File: config.mk
export PLATFORM = sky130hd
export DESIGN_NAME = column_projection_segmenter_unit
export DESIGN_NICKNAME = d
export VERILOG_FILES = /design/src/hw/rtl/csu_pkg.sv /design/src/hw/rtl/csu_lane.sv /design/src/hw/rtl/csu_merge.sv /design/src/hw/rtl/csu_tracker.sv /design/src/hw/rtl/column_projection_segmenter_unit.sv
export SDC_FILE = /design/constraint.sdc
export NUM_CORES = 1
export LEC_CHECK = 0
export BUFFER_PORTS_ARGS = -buffer_cell sky130_fd_sc_hd__buf_2
export CELL_PAD_IN_SITES_DETAIL_PLACEMENT = 1
export CELL_PAD_IN_SITES_GLOBAL_PLACEMENT = 1
export CORE_AREA = 2 2 129 131
export CTS_CLUSTER_DIAMETER = 150
export DETAILED_ROUTE_END_ITERATION = 6
export DIE_AREA = 0 0 131 133
export GPL_ROUTABILITY_DRIVEN = 0
export GPL_TIMING_DRIVEN = 0
export HOLD_SLACK_MARGIN = 0.05
export PLACE_DENSITY_LB_ADDON = 0.1
export SLEW_MARGIN = 20
export SYNTH_ARGS = -nofsm -noshare
export SYNTH_HDL_FRONTEND = slang
export SYNTH_SLANG_ARGS = --single-unit
File: constraint.sdc
create_clock -name clk -period 6.5 [get_ports clk]
set_input_delay 0.65 -clock clk [delete_from_list [all_inputs] [get_ports clk]]
set_output_delay 0.65 -clock clk [all_outputs]
set_load 0.005 [all_outputs]
File: src/hw/rtl/csu_pkg.sv
// csu_pkg: shared types and fixed constants of the column projection segmenter
// used by the lane encoders, the merge stage, the segment tracker and the top level
`default_nettype none

package csu_pkg;

    // fixed field widths
    localparam int DATA_W     = 64;
    localparam int ROW_W      = 6;
    localparam int COORD_W    = 10;
    localparam int HEIGHT_W   = 7;

    // lane split of one column
    localparam int LANES      = 8;
    localparam int LANE_W     = 8;
    localparam int LANE_IDX_W = 3;
    localparam int LANE_BIT_W = 3;

    // what one lane finds in its slice of rows
    typedef struct packed {
        logic                  any;
        logic [LANE_BIT_W-1:0] lo;
        logic [LANE_BIT_W-1:0] hi;
    } lane_info_t;

    // what the whole column holds
    typedef struct packed {
        logic             any;
        logic [ROW_W-1:0] lo;
        logic [ROW_W-1:0] hi;
    } col_info_t;

    // one column request handed to the tracker
    typedef struct packed {
        logic      valid;
        logic      first;
        col_info_t col;
    } step_t;

endpackage

`default_nettype wire

File: src/hw/rtl/csu_lane.sv
// csu_lane: lowest and highest set bit of one eight-row slice of a column
// depends on csu_pkg
`default_nettype none

module csu_lane
    import csu_pkg::*;
(
    input  wire logic [LANE_W-1:0] lane_bits,
    output lane_info_t             info
);

    // priority encoders in both directions
    always_comb
    begin
        info.any = |lane_bits;
        info.lo  = '0;
        info.hi  = '0;
        for (int i = LANE_W - 1; i >= 0; i--)
        begin
            if (lane_bits[i])
            begin
                info.lo = LANE_BIT_W'(i);
            end
        end
        for (int i = 0; i < LANE_W; i++)
        begin
            if (lane_bits[i])
            begin
                info.hi = LANE_BIT_W'(i);
            end
        end
    end

endmodule

`default_nettype wire

File: src/hw/rtl/csu_merge.sv
// csu_merge: combines the lane results into the column's top and bottom set rows
// depends on csu_pkg
`default_nettype none

module csu_merge
    import csu_pkg::*;
(
    input  lane_info_t lanes [LANES],
    output col_info_t  col
);

    // lowest lane with a set bit gives the top row, highest gives the bottom
    always_comb
    begin
        col.any = 1'b0;
        col.lo  = '0;
        col.hi  = '0;
        for (int i = LANES - 1; i >= 0; i--)
        begin
            if (lanes[i].any)
            begin
                col.lo = {LANE_IDX_W'(i), lanes[i].lo};
            end
        end
        for (int i = 0; i < LANES; i++)
        begin
            if (lanes[i].any)
            begin
                col.any = 1'b1;
                col.hi  = {LANE_IDX_W'(i), lanes[i].hi};
            end
        end
    end

endmodule

`default_nettype wire

File: src/hw/rtl/csu_tracker.sv
// csu_tracker: open segment state, column counter and the result register
// depends on csu_pkg
`default_nettype none

module csu_tracker
    import csu_pkg::*;
#(
    parameter int COLS = 1024
)
(
    input  wire logic                clk,
    input  wire logic                rst_n,
    input  step_t                    step,
    output logic                     ready,
    output logic                     out_valid,
    input  wire logic                out_stall,
    output logic [COORD_W-1:0]       seg_x_start,
    output logic [COORD_W-1:0]       seg_width,
    output logic [ROW_W-1:0]         seg_top,
    output logic [HEIGHT_W-1:0]      seg_height
);

    localparam int CW = $clog2(COLS);
    localparam logic [CW-1:0] LAST_COL = CW'(COLS - 1);

    logic                in_seg_reg,  in_seg_next;
    logic [CW-1:0]       start_reg,   start_next;
    logic [ROW_W-1:0]    top_reg,     top_next;
    logic [ROW_W-1:0]    bot_reg,     bot_next;
    logic [CW-1:0]       col_reg,     col_next;
    logic                out_valid_reg, out_valid_next;
    logic [COORD_W-1:0]  x_start_reg, x_start_next;
    logic [COORD_W-1:0]  width_reg,   width_next;
    logic [ROW_W-1:0]    otop_reg,    otop_next;
    logic [HEIGHT_W-1:0] height_reg,  height_next;

    logic                proc;
    logic                cur_in;
    logic [CW-1:0]       cur_start;
    logic [ROW_W-1:0]    cur_top;
    logic [ROW_W-1:0]    cur_bot;
    logic [CW-1:0]       x;
    logic [CW-1:0]       width;
    logic [HEIGHT_W-1:0] height;
    logic [CW+COORD_W-1:0] width_ext;
    logic [CW+COORD_W-1:0] start_ext;

    // a request moves on when the result slot is free or being drained
    assign ready = !out_valid_reg || !out_stall;
    assign proc  = step.valid && ready;

    // first column flag clears the state before the column is used
    assign cur_in    = in_seg_reg && !step.first;
    assign cur_start = step.first ? '0 : start_reg;
    assign cur_top   = step.first ? '0 : top_reg;
    assign cur_bot   = step.first ? '0 : bot_reg;
    assign x         = step.first ? '0 : col_reg;

    // box of the segment that this column would close
    assign width     = x - cur_start;
    assign height    = {1'b0, cur_bot} - {1'b0, cur_top} + HEIGHT_W'(1);
    assign width_ext = {{COORD_W{1'b0}}, width};
    assign start_ext = {{COORD_W{1'b0}}, cur_start};

    // segment tracking and result load
    always_comb
    begin
        in_seg_next    = in_seg_reg;
        start_next     = start_reg;
        top_next       = top_reg;
        bot_next       = bot_reg;
        col_next       = col_reg;
        out_valid_next = out_valid_reg && out_stall;
        x_start_next   = x_start_reg;
        width_next     = width_reg;
        otop_next      = otop_reg;
        height_next    = height_reg;
        if (proc)
        begin
            in_seg_next = cur_in;
            start_next  = cur_start;
            top_next    = cur_top;
            bot_next    = cur_bot;
            col_next    = (x < LAST_COL) ? x + CW'(1) : x;
            if (step.col.any)
            begin
                if (!cur_in)
                begin
                    in_seg_next = 1'b1;
                    start_next  = x;
                    top_next    = step.col.lo;
                    bot_next    = step.col.hi;
                end
                else
                begin
                    top_next = (step.col.lo < cur_top) ? step.col.lo : cur_top;
                    bot_next = (step.col.hi > cur_bot) ? step.col.hi : cur_bot;
                end
            end
            else if (cur_in)
            begin
                if (height > HEIGHT_W'(1) && width > CW'(1))
                begin
                    out_valid_next = 1'b1;
                    x_start_next   = start_ext[COORD_W-1:0];
                    width_next     = width_ext[COORD_W-1:0];
                    otop_next      = cur_top;
                    height_next    = height;
                end
                in_seg_next = 1'b0;
                start_next  = '0;
                top_next    = '0;
                bot_next    = '0;
            end
        end
    end

    // control and segment state
    always_ff @(posedge clk or negedge rst_n)
    begin
        if (!rst_n)
        begin
            in_seg_reg    <= 1'b0;
            start_reg     <= '0;
            top_reg       <= '0;
            bot_reg       <= '0;
            col_reg       <= '0;
            out_valid_reg <= 1'b0;
        end
        else
        begin
            in_seg_reg    <= in_seg_next;
            start_reg     <= start_next;
            top_reg       <= top_next;
            bot_reg       <= bot_next;
            col_reg       <= col_next;
            out_valid_reg <= out_valid_next;
        end
    end

    // result payload
    always_ff @(posedge clk)
    begin
        x_start_reg <= x_start_next;
        width_reg   <= width_next;
        otop_reg    <= otop_next;
        height_reg  <= height_next;
    end

    assign out_valid   = out_valid_reg;
    assign seg_x_start = x_start_reg;
    assign seg_width   = width_reg;
    assign seg_top     = otop_reg;
    assign seg_height  = height_reg;

endmodule

`default_nettype wire

File: src/hw/rtl/column_projection_segmenter_unit.sv
// Column projection segmenter. Takes one column of a binary image per cycle,
// left to right, and reports the bounding box of each run of non-empty columns
// once the following empty column closes it, if the box is at least two wide
// and two high. A column enters every cycle; a closing column passes the lane stage
// register, then loads the result register. The rate is set by the segment update
// in the tracker, fed by eight lane encoders whose results are registered and
// merged. The input stalls only while its stage register is full and the result
// register holds an untaken result. Rows at or above ROWS are ignored; the
// column counter stops at COLS-1 and positions are reported in their low ten bits.
// depends on csu_pkg, csu_lane, csu_merge, csu_tracker
`default_nettype none

module column_projection_segmenter_unit
    import csu_pkg::*;
#(
    parameter int ROWS = 64,
    parameter int COLS = 1024
)
(
    input  wire logic                clk,
    input  wire logic                rst_n,
    input  wire logic                in_valid,
    output logic                     in_stall,
    input  wire logic [DATA_W-1:0]   column_bits,
    input  wire logic                first_column,
    output logic                     out_valid,
    input  wire logic                out_stall,
    output logic [COORD_W-1:0]       seg_x_start,
    output logic [COORD_W-1:0]       seg_width,
    output logic [ROW_W-1:0]         seg_top,
    output logic [HEIGHT_W-1:0]      seg_height
);

    logic [DATA_W-1:0] row_mask;
    logic [DATA_W-1:0] masked_bits;
    lane_info_t        lane_info [LANES];
    lane_info_t        lanes_reg [LANES];
    logic              s1_valid_reg, s1_valid_next;
    logic              s1_first_reg;
    logic              in_take;
    logic              trk_ready;
    col_info_t         col;
    step_t             step;

    // keep only the rows that exist
    always_comb
    begin
        for (int r = 0; r < DATA_W; r++)
        begin
            row_mask[r] = (r < ROWS);
        end
    end
    assign masked_bits = column_bits & row_mask;

    // lane encoders
    for (genvar g = 0; g < LANES; g++)
    begin : g_lane
        csu_lane u_lane
        (
            .lane_bits (masked_bits[g*LANE_W +: LANE_W]),
            .info      (lane_info[g])
        );
    end

    // lane stage register
    assign in_stall      = s1_valid_reg && !trk_ready;
    assign in_take       = in_valid && !in_stall;
    assign s1_valid_next = in_stall ? s1_valid_reg : in_valid;

    always_ff @(posedge clk or negedge rst_n)
    begin
        if (!rst_n)
        begin
            s1_valid_reg <= 1'b0;
        end
        else
        begin
            s1_valid_reg <= s1_valid_next;
        end
    end

    always_ff @(posedge clk)
    begin
        if (in_take)
        begin
            lanes_reg    <= lane_info;
            s1_first_reg <= first_column;
        end
    end

    // merge lanes into one column summary
    csu_merge u_merge
    (
        .lanes (lanes_reg),
        .col   (col)
    );

    assign step.valid = s1_valid_reg;
    assign step.first = s1_first_reg;
    assign step.col   = col;

    // segment tracking and result register
    csu_tracker #(
        .COLS (COLS)
    ) u_tracker
    (
        .clk         (clk),
        .rst_n       (rst_n),
        .step        (step),
        .ready       (trk_ready),
        .out_valid   (out_valid),
        .out_stall   (out_stall),
        .seg_x_start (seg_x_start),
        .seg_width   (seg_width),
        .seg_top     (seg_top),
        .seg_height  (seg_height)
    );

endmodule

`default_nettype wire

==> results.md <==
- Status: finished, final reports clean
- Max Freq: 177.9 MHz
- Footprint of the multi-input gates: 0.003194 mm²
- Asr flop ratio synth: 28.00%
- Die X: 131 µm
- Core area: 0.01617 mm²
- Final Hold Viols: 0
- Final ANT Viol Nets: 0
- Global-route wire length before repair: 30370 µm
- Top cells by area, synth: edfxtp_1 38%, dfrtp_1 12%, ha_1 5.3%
- Layout cells sized above 1: 18.12%
- H-tree Lvls: 4
- Residual DRC: 0
- CTS sink cnt: 125
- Hold crit path type: input pin to asynchronous set/reset pin
- Clock root buffer: clkbuf_16
- CP required: 6810 ps
- Final nets: 938
- Synth-to-Final Area Change: 20.29%
- Initial detailed-routing violation count: 218
- IR drop worst, VDD: 0.0001823 V
- Die Y: 133 µm
- Drt wl/cell: 16.94 µm
- Synth warnings: 0
- N_diodes: 0
- WS Path Type: register to register
- Clock-pin slew on the worst setup and hold paths: 60 ps
- Final setup viols: 0
- Fin crit period: 5621 ps
- Worst-margin pin slew: 829.8 ps
- Vias in the first global route: 6318
- Storage element area: 0.003578 mm²
- Number of synthesized register bits: 125
- Syn Nets: 815
- Max-Cap Viols: 0
- Die area: 0.01742 mm²
- Post-Route Skew: 6.527 ps
- Most common cell after layout, fill and taps aside: buf_2
- Hpwl dp: 13920 µm
- Post-CTS sizing: 0
- Synth Flop Type: edfxtp_1
- Worst path max stage delay: 560 ps
- Worst relative slew slack: 44.68%
- Leakage: 3.642 nW
- CTS tree: built
- Initial antenna violation count: 0
- Routed wire length: 18130 µm
- Total Power: 0.002367 W
- Number of port buffers: 103
- Final period utilization: 86.48%
- Post-synthesis sequential area ratio: 50.54%
- Clock Latency Late Sink: 420 ps
- Pwr/cell area: 278.0 mW/mm²
- Slew Limit Fails: 0
- Global Route Usage Sum: 22.20%
- Pre-CTS WS: 848.7 ps
- CTS Buf Count: 17
- Cell taking the most area after synthesis: edfxtp_1
- Num rows: 47
- Initial Utilization: 43.78%
- Layout Cells excl Fill: 1070
- RSZ-0062 raised after global routing: no
- Slowest-stage cell, CP: nor4b_2
- Reg2reg path depth: 16
- Initial DRT Pass Iterations: 4
- Syn Std Cell Area: 0.007081 mm²
- # Post-CTS Setup Buffers: 0
- Largest net degree at the start of global routing: 58
- Number of fillers in the final layout: 1831
- Critical Path Start Type: register
- Longest Clk Path Bufs: 2
- CP most frequent cell: clkbuf_1
- Post-synthesis cell count: 714
- Most frequent cells in the layout: 106 x buf_2, 90 x edfxtp_1, 72 x nor2_1, 68 x nand2_1, 61 x inv_1
- Vias: 5846
- Via density: 5.464
- Top cell type's share of synthesized area: 38.17%
- Synth Area per Inst: 9.917 µm²
- Setup slack after layout: 878.6 ps
- Placed Cells: 1038
- Gr ovfl total: 0
- Max Fanout on Critical Path: 20
- Worst EP arrival: 5940 ps
- Number of synthesized flops with an enable pin: 90
- Synth cell types: 64
- Top Ports: 104
- Hold-fix buffers at CTS: 0
- Setup_tns: 0 ps
- Crit end category: register
- Max FFs per register: 56
- Reg2reg setup slack: 880 ps
- CP Cell Sequence: clkbuf_1, clkbuf_1, clkbuf_1, clkbuf_1, nor2b_1, ha_1, fa_1, nor2b_1, nor3_2, nor2_1, o311ai_4, xnor2_1, nor4b_2, a41oi_4, buf_16, a21o_1
==> cells by family after synthesis <==
kind of cell / synth area share (%)
buffers and inverters: 4.718
multiplexers: 0.4418
AO/OA/AOI/OAI: 17.92
flip-flops: 50.54
AND/OR/NAND/NOR: 18.18
XOR/XNOR: 2.333
adder cells (fa/ha/maj): 5.867
==> final cells by class <==
type,count,share of cell area [%]
clock inverter,6,0.9696
timing repair buffer,104,6.376
buffer,23,1.058
tap,220,3.232
inverter,65,2.865
clock buffer,26,5.979
sequential,125,42.02
multi-input combinational,501,37.51
==> per-layer routing <==
layer,vias to the layer above,GRT usage [%],routed length [µm]
met2,107,40.90,9850
li1,2837,-,-
met1,2873,25.05,7321
met3,29,3.841,535
met5,-,0,0
met4,0,8.688,421
==> cell usage after synthesis (2+ instances only) <==
| cell | instances |
|---|---|
| a211o_1 | 3 |
| o21ai_0 | 7 |
| o21bai_1 | 21 |
| fa_1 | 2 |
| edfxtp_1 | 90 |
| nor3_1 | 16 |
| o311ai_1 | 2 |
| nand4_1 | 4 |
| a31oi_1 | 9 |
| mux2i_1 | 2 |
| a22oi_1 | 13 |
| a221o_1 | 4 |
| a21oi_1 | 54 |
| inv_2 | 4 |
| a32o_1 | 4 |
| nand3b_1 | 2 |
| nor3_2 | 3 |
| a21o_1 | 9 |
| o21a_1 | 2 |
| xor2_1 | 7 |
| nand2_1 | 68 |
| ha_1 | 30 |
| and2_1 | 3 |
| a221oi_1 | 3 |
| nor4_1 | 18 |
| or3_1 | 3 |
| o31ai_1 | 11 |
| buf_1 | 2 |
| inv_1 | 61 |
| a32oi_1 | 2 |
| nand2b_1 | 25 |
| o22ai_1 | 5 |
| nor2b_1 | 27 |
| buf_2 | 3 |
| o31a_1 | 8 |
| o21ai_1 | 18 |
| nand3_1 | 8 |
| xnor2_1 | 10 |
| and3_1 | 3 |
| clkbuf_1 | 18 |
| nor3b_1 | 2 |
| dfrtp_1 | 35 |
| nor2_1 | 72 |
==> worst paths after layout <==
kind	from	endpoint
setup / recovery	s1_first_reg	u_tracker.out_valid
hold / removal	rst_n	u_tracker.out_valid
setup reg to reg	s1_first_reg	u_tracker.out_valid
hold reg to reg	u_tracker.bot_reg[0]	u_tracker.bot_reg[0]
max in group asynchronous	rst_n	u_tracker.start_reg[0]
min in group clk	first_column	s1_first_reg
==> where the power goes <==
part	switching (W)	internal [W]	leakage [nW]
sequential	0.0000339	0.000929	1.33
combinational	0.000277	0.000177	2.02
clock	0.000338	0.000613	0.290
==> through the flow <==
step	instance area (µm²)	hold WS (ps)	util [%]
4_1_cts	8512	336.1	52.63
6_report	8517	317.6	52.67
3_3_place_gp	7871	469.7	48.67
5_1_grt	8517	376.3	52.67
3_5_place_dp	7920	473.6	48.97
2_1_floorplan	7081	354.4	-
==> critical path: cells and delay by family, from the launching register on <==
kind	cells	cell delay (ps)
simple gates	5	1310
fa+ha+maj	2	710
compound gates	3	680
flops	1	450
xor+xnor	1	190
buf+inv	5	2150
Note: power is estimated with default switching activity, not from simulation.
